`src/rtl/bioprf_pkg.sv`:
```
// ----------------------------------------------------------------------------
// bioprf_pkg: shared types and codes
// Transaction payloads, function codes, response codes and the register
// file entry layout of the bus I/O page register file.
// ----------------------------------------------------------------------------
package bioprf_pkg;

    localparam int ADDR_W = 23;
    localparam int DATA_W = 16;
    localparam int HANDLE_W = 8;
    localparam int LIMIT_W = 24;
    localparam int CFG_DATA_W = 24;

    // Function codes
    localparam logic [2:0] FUNC_READ_WORD  = 3'd0;
    localparam logic [2:0] FUNC_WRITE_WORD = 3'd1;
    localparam logic [2:0] FUNC_WRITE_BYTE = 3'd2;
    localparam logic [2:0] FUNC_LOAD_PAGE  = 3'd3;
    localparam logic [2:0] FUNC_LOAD_REG   = 3'd4;

    // Response status
    localparam logic [1:0] STATUS_NONE = 2'd0;
    localparam logic [1:0] STATUS_MEM  = 2'd1;
    localparam logic [1:0] STATUS_REG  = 2'd2;

    // Backing memory operation
    localparam logic [1:0] MEM_OP_NONE       = 2'd0;
    localparam logic [1:0] MEM_OP_READ_WORD  = 2'd1;
    localparam logic [1:0] MEM_OP_WRITE_WORD = 2'd2;
    localparam logic [1:0] MEM_OP_WRITE_BYTE = 2'd3;

    // Configuration register indexes
    localparam logic CFG_WINDOW_START = 1'b0;
    localparam logic CFG_WINDOW_LIMIT = 1'b1;

    localparam logic [DATA_W-1:0] LOW_LANE  = 16'h00ff;
    localparam logic [DATA_W-1:0] HIGH_LANE = 16'hff00;

    typedef struct packed {
        logic [2:0]          func;
        logic [ADDR_W-1:0]   addr;
        logic [DATA_W-1:0]   data;
        logic [HANDLE_W-1:0] handle;
        logic [DATA_W-1:0]   writable_mask;
        logic [1:0]          event_enables;
    } req_t;

    typedef struct packed {
        logic [1:0]          status;
        logic [1:0]          mem_op;
        logic [ADDR_W-1:0]   mem_addr;
        logic [DATA_W-1:0]   mem_wdata;
        logic [DATA_W-1:0]   reg_value;
        logic                event_raise;
        logic [1:0]          event_cycle;
        logic [HANDLE_W-1:0] reg_handle;
    } rsp_t;

    typedef struct packed {
        logic [DATA_W-1:0] value;
        logic [DATA_W-1:0] mask;
        logic [1:0]        events;
    } rf_entry_t;

    typedef struct packed {
        logic rd;
        logic wr;
    } mem_cmd_t;

endpackage

```
`src/rtl/bioprf_idx.sv`:
```
// ----------------------------------------------------------------------------
// bioprf_idx: page index unit
// Reduces a bus word address modulo the page table depth. A power-of-two
// depth is a plain bit slice; any other depth takes one restoring
// compare-and-subtract step per cycle.
// ----------------------------------------------------------------------------
module bioprf_idx #(
    parameter int PAGE_WORDS = 4096
) (
    input  logic                          clk,
    input  logic                          rst_n,
    input  logic                          start,
    input  logic [bioprf_pkg::ADDR_W-2:0] word_addr,
    output logic [$clog2(PAGE_WORDS)-1:0] idx,
    output logic                          done
);

    localparam int XW = bioprf_pkg::ADDR_W - 1;
    localparam int PW = $clog2(PAGE_WORDS);
    localparam bit POW2 = (PAGE_WORDS & (PAGE_WORDS - 1)) == 0;
    localparam int STEPS = POW2 ? 1 : (XW + 1 - PW);
    localparam int SW = $clog2(STEPS + 1);
    localparam int DW = XW + 2;

    logic [XW-1:0] rem_reg;
    logic [XW-1:0] rem_next;
    logic [SW-1:0] step_reg;
    logic          busy_reg;
    logic [DW-1:0] sub;
    logic          fits;

    assign sub = DW'(PAGE_WORDS) << step_reg;
    assign fits = {2'b00, rem_reg} >= sub;
    assign rem_next = fits ? (rem_reg - sub[XW-1:0]) : rem_reg;

    always_ff @(posedge clk or negedge rst_n)
    begin
        if (!rst_n)
        begin
            busy_reg <= 1'b0;
            step_reg <= '0;
        end
        else if (start)
        begin
            busy_reg <= !POW2;
            step_reg <= SW'(STEPS - 1);
        end
        else if (busy_reg)
        begin
            if (step_reg == '0)
            begin
                busy_reg <= 1'b0;
            end
            step_reg <= step_reg - 1'b1;
        end
    end

    always_ff @(posedge clk)
    begin
        if (start)
        begin
            rem_reg <= word_addr;
        end
        else if (busy_reg)
        begin
            rem_reg <= rem_next;
        end
    end

    assign idx = rem_reg[PW-1:0];
    assign done = !busy_reg;

endmodule

```
`config.mk`:
```
export PLATFORM = sky130hd
export DESIGN_NAME = bioprf_idx
export DESIGN_NICKNAME = d
export VERILOG_FILES = /design/src/rtl/bioprf_pkg.sv /design/src/rtl/bioprf_idx.sv
export SDC_FILE = /design/constraint.sdc
export NUM_CORES = 1
export LEC_CHECK = 0
export BUFFER_PORTS_ARGS = -buffer_cell sky130_fd_sc_hd__buf_2
export CORE_AREA = 5 5 59 61
export DETAILED_ROUTE_END_ITERATION = 10
export DIE_AREA = 0 0 64 66
export PLACE_DENSITY = 0.74
export REMOVE_ABC_BUFFERS = 1
export SLEW_MARGIN = 0
export SYNTH_ARGS = -nofsm -noshare
export SYNTH_HDL_FRONTEND = slang
export SYNTH_SLANG_ARGS = --single-unit
```
`constraint.sdc`:
```
create_clock -name clk -period 2.31 [get_ports clk]
set_clock_uncertainty 0.15 [all_clocks]
set_input_delay 0.231 -clock clk [delete_from_list [all_inputs] [get_ports clk]]
set_output_delay 0.231 -clock clk [all_outputs]
set_load 0.05 [all_outputs]
```
Yosys cells after proc, flatten, opt, wreduce, memory -nomap -nowiden

Cells that the tools add are included.

Register bits after elaboration: 24
Input port bits: 25

$lt $le $gt $ge: 1
Reduce and logical (&&, ||, !) cells: 4
Muxes and demuxes: 8
Add/subtract/negate cells: 2
Shift-type cells: 1

Operator list:

| kind                                              | count |
|---|---|
| two-way mux 22 bit                                | 3 |
| >= comparator 22 x 24 -> 1 bit                    | 1 |
| << shifter 13 x 1 -> 24 bit, first input constant | 1 |
| subtractor 22 bit                                 | 1 |
| two-way mux 1 bit                                 | 5 |
| nonzero test 2 bit                                | 2 |
| AND reduction 2 bit                               | 1 |
| logical NOT 1 bit                                 | 1 |
| subtractor 1 bit, second input constant           | 1 |

Logic depth before layout (Yosys ltp)

Gate-level depths: netlist of run 1.

Depth in word-level cells: 5
Mapped depth: 6
Depth with buffers taken out: 6

Worst setup path after synthesis of run 1

OpenSTA, ideal clock, no wires.

Path kind: register -> register
Start: reg step_reg
End: reg rem_reg[10] (enable)
Required time: 1.769 ns
Arrival time: 1.623 ns
Setup slack: 0.147 ns
Period minus slack after synthesis: 2.163 ns
Cell stages (with the launch flop): 6
Cells stage by stage: dfrtp_1 -> ha_1 -> o21ai_2 -> nand4b_1 -> o21ai_0 -> nand2b_1

Longest elaborated chain between the ends: 4

Ends and longest elaborated chain:

| item                                 | RTL line         | RTL |
|---|---|---|
| from (decl)                          | bioprf_idx.sv:27 | `logic [SW-1:0] step_reg;` |
| from (signal assigned)               | bioprf_idx.sv:46 | `step_reg <= SW'(STEPS - 1);` |
| from (signal assigned)               | bioprf_idx.sv:54 | `step_reg <= step_reg - 1'b1;` |
| << shifter 13 x 1 -> 24 bit          | bioprf_idx.sv:32 | `assign sub = DW'(PAGE_WORDS) << step_reg;` |
| >= comparator 22 x 24 -> 1 bit       | bioprf_idx.sv:33 | `assign fits = {2'b00, rem_reg} >= sub;` |
| nonzero test 2 bit (no source line)  | -                |  |
| AND reduction 2 bit (no source line) | -                |  |
| to (signal assigned)                 | bioprf_idx.sv:62 | `rem_reg <= word_addr;` |
| to (signal assigned)                 | bioprf_idx.sv:66 | `rem_reg <= rem_next;` |
| to (decl)                            | bioprf_idx.sv:25 | `logic [XW-1:0] rem_reg;` |

Every way passes these cells.
A chain may end at the register's enable or synchronous reset.

Worst setup path in the final report of run 1

Start: reg step_reg
End: reg rem_reg[6] (enable)

Same word-level chain as after synthesis.

==> report_table.html, run 1 <==
<table>
<tr><th>Metric</th><th>Value</th></tr>
<tr><th colspan="2">Drt</th></tr>
<tr><td>Routed length per placed instance</td><td>13.1 um</td></tr>
<tr><td>Iteration-0 DRC count of the detailed router</td><td>49</td></tr>
<tr><td>Number of iterations in the first detailed-routing pass</td><td>4</td></tr>
<tr><td>Antenna viol nets, final</td><td>0</td></tr>
<tr><td>Via-to-Cell Ratio</td><td>4.81</td></tr>
<tr><td>Detailed-route DRC error count</td><td>0</td></tr>
<tr><td>Total via count after detailed routing</td><td>804</td></tr>
<tr><td>Sum of routed wire length over all layers</td><td>2180 um</td></tr>
<tr><th colspan="2">Critical path</th></tr>
<tr><td>Worst reg-to-reg setup slack</td><td>0.39 ns</td></tr>
<tr><td>Startpoint Class</td><td>flop</td></tr>
<tr><td>Critical Setup Path Class</td><td>flop to flop</td></tr>
<tr><td>Kind of cell adding the most delay to the critical path</td><td>simple AND/OR/NAND/NOR gates</td></tr>
<tr><td>Worst stage delay on the critical path</td><td>0.42 ns</td></tr>
<tr><td>Crit Path Max Fanout</td><td>13</td></tr>
<tr><td>CP endpoint kind</td><td>flop</td></tr>
<tr><td>Cells along the critical path</td><td>inv_1 &gt; ha_1 &gt; nor3_2 &gt; nand4b_1 &gt; o21ai_0 &gt; nand2b_1 &gt; buf_4</td></tr>
<tr><td>Critical path buffers and inverters</td><td>2</td></tr>
<tr><td>Data arrival time of the critical path</td><td>1.84 ns</td></tr>
<tr><td>Slowest cell on the critical path</td><td>sky130_fd_sc_hd__dfrtp_1</td></tr>
<tr><td>Endpoint required time on the critical path</td><td>2.23 ns</td></tr>
<tr><th colspan="2">Floorplan</th></tr>
<tr><td>Cell Rows</td><td>20</td></tr>
<tr><td>Ports</td><td>38</td></tr>
<tr><td>Starting density of the core</td><td>43.2%</td></tr>
<tr><td>Core footprint</td><td>2930 um2</td></tr>
<tr><td>Die ar.</td><td>4220 um2</td></tr>
<tr><td>X dimension of the die</td><td>64 um</td></tr>
<tr><td>Die boundary height</td><td>66 um</td></tr>
<tr><th colspan="2">Global routing</th></tr>
<tr><td>Maximum number of pins on one net before global-route repair</td><td>25</td></tr>
<tr><td>Number of global-route vias before repair</td><td>873</td></tr>
<tr><td>Initial antenna violation count</td><td>0</td></tr>
<tr><td>Global route overflow</td><td>0</td></tr>
<tr><td>GRT busiest layer</td><td>met2</td></tr>
<tr><td>Grt met3 use</td><td>2.72%</td></tr>
<tr><td>Met2 track demand over resource</td><td>20.4%</td></tr>
<tr><td>Met1 usage</td><td>11.9%</td></tr>
<tr><td>Gr usage total</td><td>11.0%</td></tr>
<tr><td>Wire length of the first global-routing pass</td><td>3640 um</td></tr>
<tr><th colspan="2">Finish</th></tr>
<tr><td>Largest register FFs</td><td>22</td></tr>
<tr><td>Utilization after layout</td><td>50.5%</td></tr>
<tr><td>N_diodes</td><td>0</td></tr>
<tr><td>Count of nets after finishing</td><td>162</td></tr>
<tr><td>Synth-to-Final Area Change</td><td>17.0%</td></tr>
<tr><td>Share of final-layout standard cells stronger than drive strength 1</td><td>44.8%</td></tr>
<tr><th colspan="2">Timing</th></tr>
<tr><td>Total negative setup slack</td><td>0 ns</td></tr>
<tr><td>Highest clock frequency the design can meet</td><td>522 MHz</td></tr>
<tr><td>Number of pins with negative max-slew slack in the final report</td><td>0</td></tr>
<tr><td>Worst-Margin Slew</td><td>0.405 ns</td></tr>
<tr><td>Tightest slew margin relative to the limit</td><td>73.0%</td></tr>
<tr><td>Unrepaired setup endpoints after global routing</td><td>false</td></tr>
<tr><td>Final setup violation count</td><td>0</td></tr>
<tr><td>Final count of hold timing violations</td><td>0</td></tr>
<tr><td>Post-route worst setup slack</td><td>0.395 ns</td></tr>
<tr><td>Final period util</td><td>82.9%</td></tr>
<tr><td>Shortest period the worst path allows</td><td>1.92 ns</td></tr>
<tr><th colspan="2">Logic synthesis</th></tr>
<tr><td>Mean area per synthesized cell</td><td>12.2 um2</td></tr>
<tr><td>Combined area of all synthesized cells</td><td>1260 um2</td></tr>
<tr><td>Number of library cell types mapped by synthesis</td><td>26</td></tr>
<tr><td>Number of instances in the synthesized netlist</td><td>104</td></tr>
<tr><td>Cell with the most instances after synthesis</td><td>sky130_fd_sc_hd__edfxtp_1</td></tr>
<tr><td>Register bit count reported by yosys</td><td>24</td></tr>
<tr><td>Portion of the post-synthesis area used by sequential elements</td><td>56.2%</td></tr>
<tr><td>Top cells by area in the synthesized netlist</td><td>sky130_fd_sc_hd__edfxtp_1 (52%), sky130_fd_sc_hd__mux2_2 (8.9%), sky130_fd_sc_hd__buf_4 (7.1%), sky130_fd_sc_hd__xor2_1 (4.2%), sky130_fd_sc_hd__dfrtp_1 (4.0%)</td></tr>
<tr><td>Main flop type after synthesis</td><td>sky130_fd_sc_hd__edfxtp_1</td></tr>
<tr><td>Yosys warning count</td><td>0</td></tr>
<tr><td>Cell type with the highest aggregate area in the netlist</td><td>sky130_fd_sc_hd__edfxtp_1</td></tr>
<tr><td>Cell types with the highest counts after synthesis</td><td>sky130_fd_sc_hd__edfxtp_1 (22), sky130_fd_sc_hd__buf_4 (12), sky130_fd_sc_hd__nand2_1 (12)</td></tr>
<tr><td>Share of Yosys cell area claimed by the top area cell type</td><td>52.3%</td></tr>
<tr><td>Fraction of registers with async set or reset after synthesis</td><td>8.33%</td></tr>
<tr><td>Number of flops mapped to enable cells by yosys</td><td>22</td></tr>
<tr><th colspan="2">Clock network</th></tr>
<tr><td>Post-CTS setup buffers</td><td>0</td></tr>
<tr><td>Worst-path clk slew</td><td>0.13 ns</td></tr>
<tr><td>Num Clock Sinks</td><td>24</td></tr>
<tr><td>Htree depth</td><td>1</td></tr>
<tr><td>Cts bufs inserted</td><td>3</td></tr>
<tr><td>Root Buffer Master</td><td>sky130_fd_sc_hd__clkbuf_4</td></tr>
<tr><td>TritonCTS clock tree</td><td>built</td></tr>
<tr><td>Later-pin clock latency in the skew report</td><td>0.31 ns</td></tr>
<tr><td>Number of buffers between clock root and the deepest sink</td><td>2</td></tr>
<tr><th colspan="2">Placed design</th></tr>
<tr><td>Port buffer count</td><td>37</td></tr>
<tr><td>Setup slack after placement</td><td>0.408 ns</td></tr>
<tr><td>Placer's final routability congestion estimate</td><td>0.796</td></tr>
<tr><td>DPL Wire Length</td><td>1730 um</td></tr>
<tr><th colspan="2">Run</th></tr>
<tr><td>Max-cap viol count</td><td>0</td></tr>
<tr><th colspan="2">Power and ir drop</th></tr>
<tr><td>Power after layout</td><td>1010 uW</td></tr>
<tr><td>Worst-case vdd ir drop</td><td>563 uV</td></tr>
<tr><td>Reported leakage power</td><td>0.000596 uW</td></tr>
<tr><td>Power density cells</td><td>682 nW/um2</td></tr>
<tr><th colspan="2">Run status</th></tr>
<tr><td>Status</td><td>completed</td></tr>
<tr><th colspan="2">Hold path</th></tr>
<tr><td>Class of the tightest hold or removal check</td><td>input port to flop</td></tr>
</table>
logic make-up after synthesis:
kind of cell,after synthesis,synth area share (%)
compound gates,11,4.65
buf+inv,19,9.41
mux,10,8.91
xor+xnor,9,6.24
flops,24,56.2
fa+ha+maj,2,1.98
simple gates,29,12.6
worst paths after layout:
kind / from / to / cells past startpoint
min in group asynchronous: rst_n / busy_reg / 2
max in group asynchronous: rst_n / step_reg / 2
hold / removal: word_addr[20] / rem_reg[20] / 3
hold reg to reg: busy_reg / busy_reg / 2
setup / recovery: step_reg / rem_reg[6] / 7
setup reg to reg: step_reg / rem_reg[6] / 7
per-stage QoR:
step	cell area [um2]	cells	hold WS, ns
after detailed placement	1420	162	-0.130
final	1480	167	0.0454
after global routing	1480	167	0.0467
after floorplan	1150	87	-0.215
after CTS	1480	167	0.0313
after global placement	1420	162	-0.133
layout by cell type (no fill, tap or decap), drive strengths merged, types with 3 or more instances in the layout:
cell	count
and2	3
buf	42
clkbuf	3
edfxtp	22
mux2	10
nand2	12
nor2	3
o21ai	11
xnor2	3
xor2	6
where the power goes:
part,leakage [uW],internal [uW],switching (uW),total (uW)
clock network,0.0000279,175,123,299
logic,0.000324,69.3,109,178
registers,0.000244,513,18.5,532
worst min-delay path: stages:
cell	delay (ns)
sky130_fd_sc_hd__buf_2	0.08
sky130_fd_sc_hd__nand2_1	0.04
sky130_fd_sc_hd__o21ai_0	0.06
layout make-up:
| type | instances | area, um2 |
|---|---|---|
| clock buffer | 3 | 22.5 |
| clock inverter | 1 | 30.0 |
| fill | 277 | 1450 |
| inverter | 2 | 7.51 |
| multi-input combinational | 61 | 434 |
| sequential | 24 | 711 |
| tap | 33 | 41.3 |
| timing repair buffer | 43 | 233 |
routing by layer:
layer  routed length (um)  vias to the layer above
met4                   21                        0
met1                  910                      363
li1                     -                      412
met2                 1110                       27
met3                  137                        2
met5                    0                        -
what timing repair did:
item                                   in CTS  in global routing
resized for setup                           0                  0
hold buffers                                1                  0
endpoints found under the hold margin       2                  0
Note: power is estimated with default switching activity, not from simulation.
==> run 2: changes to the inputs <==
--- a/config.mk
+++ b/config.mk
@@ -5,11 +5,12 @@
 export SDC_FILE = /design/constraint.sdc
 export NUM_CORES = 1
 export LEC_CHECK = 0
+export ABC_AREA = 1
 export BUFFER_PORTS_ARGS = -buffer_cell sky130_fd_sc_hd__buf_2
 export CORE_AREA = 5 5 59 61
 export DETAILED_ROUTE_END_ITERATION = 10
 export DIE_AREA = 0 0 64 66
-export PLACE_DENSITY = 0.74
+export PLACE_DENSITY = 0.75
 export REMOVE_ABC_BUFFERS = 1
 export SLEW_MARGIN = 0
 export SYNTH_ARGS = -nofsm -noshare
==> constraint.sdc (replaced) <==
create_clock -name clk -period 1.85 [get_ports clk]
set_clock_uncertainty 0.15 [all_clocks]
set_input_delay 0.185 -clock clk [delete_from_list [all_inputs] [get_ports clk]]
set_output_delay 0.185 -clock clk [all_outputs]
set_load 0.05 [all_outputs]
==> run 2 against run 1 <==
Against the previous run: the flow now finishes with violations (setup timing); synthesized cell count increased by 58%; combinational power increased by 62%; worst setup slack got worse by 0.45 ns; critical path type unchanged.
==> report_table.html, run 2 <==
<table>
<tr><th>Metric</th><th>Value</th></tr>
<tr><th colspan="2">Timing</th></tr>
<tr><td>Final count of hold timing violations</td><td>0</td></tr>
<tr><td>Unrepaired setup endpoints after global routing</td><td>true</td></tr>
<tr><td>Number of pins with negative max-slew slack in the final report</td><td>0</td></tr>
<tr><td>Final hold slack</td><td>0.00159 ns</td></tr>
<tr><td>Final setup violation count</td><td>19</td></tr>
<tr><td>Tightest slew margin relative to the limit</td><td>79.2%</td></tr>
<tr><td>Highest clock frequency the design can meet</td><td>525 MHz</td></tr>
<tr><td>Post-route worst setup slack</td><td>-0.0543 ns</td></tr>
<tr><td>Final period util</td><td>103%</td></tr>
<tr><td>Worst-Margin Slew</td><td>0.312 ns</td></tr>
<tr><td>Shortest period the worst path allows</td><td>1.90 ns</td></tr>
<tr><th colspan="2">Critical path</th></tr>
<tr><td>Endpoint required time on the critical path</td><td>1.74 ns</td></tr>
<tr><td>Reg-to-reg startpoint</td><td>step_reg</td></tr>
<tr><td>Data arrival time of the critical path</td><td>1.80 ns</td></tr>
<tr><td>CP endpoint kind</td><td>flop</td></tr>
<tr><td>Startpoint Class</td><td>flop</td></tr>
<tr><td>Worst reg-to-reg setup slack</td><td>-0.05 ns</td></tr>
<tr><td>Crit Path Max Fanout</td><td>7</td></tr>
<tr><td>Critical Setup Path Class</td><td>flop to flop</td></tr>
<tr><td>Worst Setup SP</td><td>step_reg</td></tr>
<tr><th colspan="2">Finish</th></tr>
<tr><td>N_diodes</td><td>0</td></tr>
<tr><td>Final cell count without fillers</td><td>246</td></tr>
<tr><td>Filler cells</td><td>242</td></tr>
<tr><td>Synth-to-Final Area Change</td><td>32.9%</td></tr>
<tr><td>Share of final-layout standard cells stronger than drive strength 1</td><td>31.5%</td></tr>
<tr><td>Count of nets after finishing</td><td>241</td></tr>
<tr><td>Final cell area excluding filler cells</td><td>1830 um2</td></tr>
<tr><td>Most used cells in the layout excluding fill and tap cells</td><td>sky130_fd_sc_hd__nand2_1 (59), sky130_fd_sc_hd__buf_2 (37), sky130_fd_sc_hd__edfxtp_1 (22), sky130_fd_sc_hd__inv_1 (17), sky130_fd_sc_hd__dlygate4sd3_1 (16)</td></tr>
<tr><td>Seq. cell area</td><td>711 um2</td></tr>
<tr><td>Multi-input logic area</td><td>515 um2</td></tr>
<tr><td>Leading cell type in the layout, fill and taps excluded</td><td>sky130_fd_sc_hd__nand2_1</td></tr>
<tr><td>Largest register FFs</td><td>22</td></tr>
<tr><th colspan="2">Placed design</th></tr>
<tr><td>Number of placed cells counting well taps</td><td>222</td></tr>
<tr><td>Cell area after placement</td><td>1530 um2</td></tr>
<tr><td>Port buffer count</td><td>37</td></tr>
<tr><td>Placer's final routability congestion estimate</td><td>0.704</td></tr>
<tr><td>DPL Wire Length</td><td>2050 um</td></tr>
<tr><th colspan="2">Logic synthesis</th></tr>
<tr><td>Portion of the post-synthesis area used by sequential elements</td><td>51.7%</td></tr>
<tr><td>Fraction of registers with async set or reset after synthesis</td><td>8.33%</td></tr>
<tr><td>Number of instances in the synthesized netlist</td><td>164</td></tr>
<tr><td>Share of Yosys cell area claimed by the top area cell type</td><td>48.1%</td></tr>
<tr><td>Combined area of all synthesized cells</td><td>1370 um2</td></tr>
<tr><td>Top cells by area in the synthesized netlist</td><td>sky130_fd_sc_hd__edfxtp_1 (48%), sky130_fd_sc_hd__nand2_1 (17%), sky130_fd_sc_hd__buf_4 (6.6%), sky130_fd_sc_hd__inv_1 (5.2%), sky130_fd_sc_hd__nor2_1 (4.1%)</td></tr>
<tr><td>Number of library cell types mapped by synthesis</td><td>18</td></tr>
<tr><td>Main flop type after synthesis</td><td>sky130_fd_sc_hd__edfxtp_1</td></tr>
<tr><td>Register bit count reported by yosys</td><td>24</td></tr>
<tr><td>Cell with the most instances after synthesis</td><td>sky130_fd_sc_hd__nand2_1</td></tr>
<tr><td>Number of flops mapped to enable cells by yosys</td><td>22</td></tr>
<tr><td>Mean area per synthesized cell</td><td>8.38 um2</td></tr>
<tr><td>Cell types with the highest counts after synthesis</td><td>sky130_fd_sc_hd__nand2_1 (61), sky130_fd_sc_hd__edfxtp_1 (22), sky130_fd_sc_hd__inv_1 (19)</td></tr>
<tr><td>Cell type with the highest aggregate area in the netlist</td><td>sky130_fd_sc_hd__edfxtp_1</td></tr>
<tr><td>Yosys warning count</td><td>0</td></tr>
<tr><th colspan="2">Floorplan</th></tr>
<tr><td>Die ar.</td><td>4220 um2</td></tr>
<tr><td>X dimension of the die</td><td>64 um</td></tr>
<tr><td>Die boundary height</td><td>66 um</td></tr>
<tr><td>Starting density of the core</td><td>46.9%</td></tr>
<tr><td>Core footprint</td><td>2930 um2</td></tr>
<tr><td>Ports</td><td>38</td></tr>
<tr><td>Cell Rows</td><td>20</td></tr>
<tr><th colspan="2">Clock network</th></tr>
<tr><td>Num Clock Sinks</td><td>24</td></tr>
<tr><td>Root Buffer Master</td><td>sky130_fd_sc_hd__clkbuf_4</td></tr>
<tr><td>TritonCTS clock tree</td><td>built</td></tr>
<tr><td>Worst-path clk slew</td><td>0.12 ns</td></tr>
<tr><td>Number of buffers between clock root and the deepest sink</td><td>2</td></tr>
<tr><td>Htree depth</td><td>1</td></tr>
<tr><td>Later-pin clock latency in the skew report</td><td>0.30 ns</td></tr>
<tr><td>Cts bufs inserted</td><td>3</td></tr>
<tr><th colspan="2">Drt</th></tr>
<tr><td>Number of iterations in the first detailed-routing pass</td><td>4</td></tr>
<tr><td>Antenna viol nets, final</td><td>0</td></tr>
<tr><td>Total via count after detailed routing</td><td>1166</td></tr>
<tr><td>Iteration-0 DRC count of the detailed router</td><td>60</td></tr>
<tr><td>Via-to-Cell Ratio</td><td>4.74</td></tr>
<tr><td>Routed length per placed instance</td><td>12.3 um</td></tr>
<tr><td>Sum of routed wire length over all layers</td><td>3040 um</td></tr>
<tr><td>Detailed-route DRC error count</td><td>0</td></tr>
<tr><th colspan="2">Run status</th></tr>
<tr><td>Status</td><td>complete, but fails checks</td></tr>
<tr><td>Violations in the final reports</td><td>setup timing</td></tr>
<tr><th colspan="2">Global routing</th></tr>
<tr><td>Wire length of the first global-routing pass</td><td>4840 um</td></tr>
<tr><td>Global route overflow</td><td>0</td></tr>
<tr><td>Number of global-route vias before repair</td><td>1192</td></tr>
<tr><td>Gr usage total</td><td>14.2%</td></tr>
<tr><td>Initial antenna violation count</td><td>0</td></tr>
<tr><td>Maximum number of pins on one net before global-route repair</td><td>16</td></tr>
<tr><th colspan="2">Power and ir drop</th></tr>
<tr><td>Worst-case vdd ir drop</td><td>602 uV</td></tr>
<tr><td>Power density cells</td><td>668 nW/um2</td></tr>
<tr><td>Reported leakage power</td><td>0.000876 uW</td></tr>
<tr><td>Power after layout</td><td>1220 uW</td></tr>
<tr><th colspan="2">Run</th></tr>
<tr><td>Max-cap viol count</td><td>0</td></tr>
<tr><th colspan="2">Hold path</th></tr>
<tr><td>Worst hold path startpoint</td><td>word_addr[19]</td></tr>
<tr><td>Class of the tightest hold or removal check</td><td>input port to flop</td></tr>
</table>
run 2: stage by stage:
step	TNS, ns	setup slack [ns]	util (%)
after global routing	-2.92	-0.167	62.4
final	-0.775	-0.0543	62.4
after detailed placement	-0.288	-0.0203	52.4
after floorplan	-2.64	-0.139	-
after global placement	0	0.0298	52.4
after CTS	-0.0101	-0.00217	59.1
run 2: final cells by class:
cell class	count	area share, %
inverters	19	3.91
flip-flops and latches	24	38.9
well taps	33	2.26
clock buffers	4	1.99
multi-input cells	103	28.2
repair buffers	63	24.7
run 2: cells by family (layout without fill, tap and decap cells):
| logic type | Yosys count | in the layout | synth area share [%] |
|---|---|---|---|
| simple gates | 94 | 94 | 29.4 |
| buf+inv | 37 | 86 | 14.3 |
| flops | 24 | 24 | 51.7 |
| compound gates | 7 | 7 | 2.73 |
| fa+ha+maj | 2 | 2 | 1.82 |
run 2: what timing repair did:
action	4_1_cts	5_1_grt
endpoints found under the hold margin	17	0
cloned	0	1
hold buffers	16	0
endpoints found under the setup margin	19	23
pin swaps	1	6
resized for setup	2	10
setup buffers	0	3
run 2: path summary, 6_finish.rpt:
kind / cells past startpoint / end
max: 9 / rem_reg[8]
min: 3 / rem_reg[19]
max reg2reg: 9 / rem_reg[8]
min reg2reg: 2 / rem_reg[5]
max in group asynchronous: 2 / step_reg
min in group asynchronous: 2 / busy_reg
run 2: per-layer routing:
metal / global-route usage, % / part of all wire [%] / up-vias
met5: 0 / 0 / -
met4: 3.90 / 0.76 / 0
met3: 2.04 / 5.3 / 3
met2: 27.5 / 53 / 38
met1: 15.9 / 41 / 524
li1: - / - / 601
run 2: critical path: stages, from the launching register on:
cell	delay, ns
sky130_fd_sc_hd__dfrtp_1	0.44
sky130_fd_sc_hd__inv_2	0.07
sky130_fd_sc_hd__ha_4	0.27
sky130_fd_sc_hd__inv_2	0.04
sky130_fd_sc_hd__nor2_1	0.08
sky130_fd_sc_hd__nand3_1	0.13
sky130_fd_sc_hd__nand2_2	0.10
sky130_fd_sc_hd__o21ai_2	0.07
sky130_fd_sc_hd__nand2_2	0.13
sky130_fd_sc_hd__clkbuf_16	0.17
run 2: power breakdown:
part	switching [uW]	total [uW]	internal, uW	leakage, uW
logic	177	288	111	0.000610
registers	25.3	665	640	0.000245
clock network	146	266	120	0.0000210
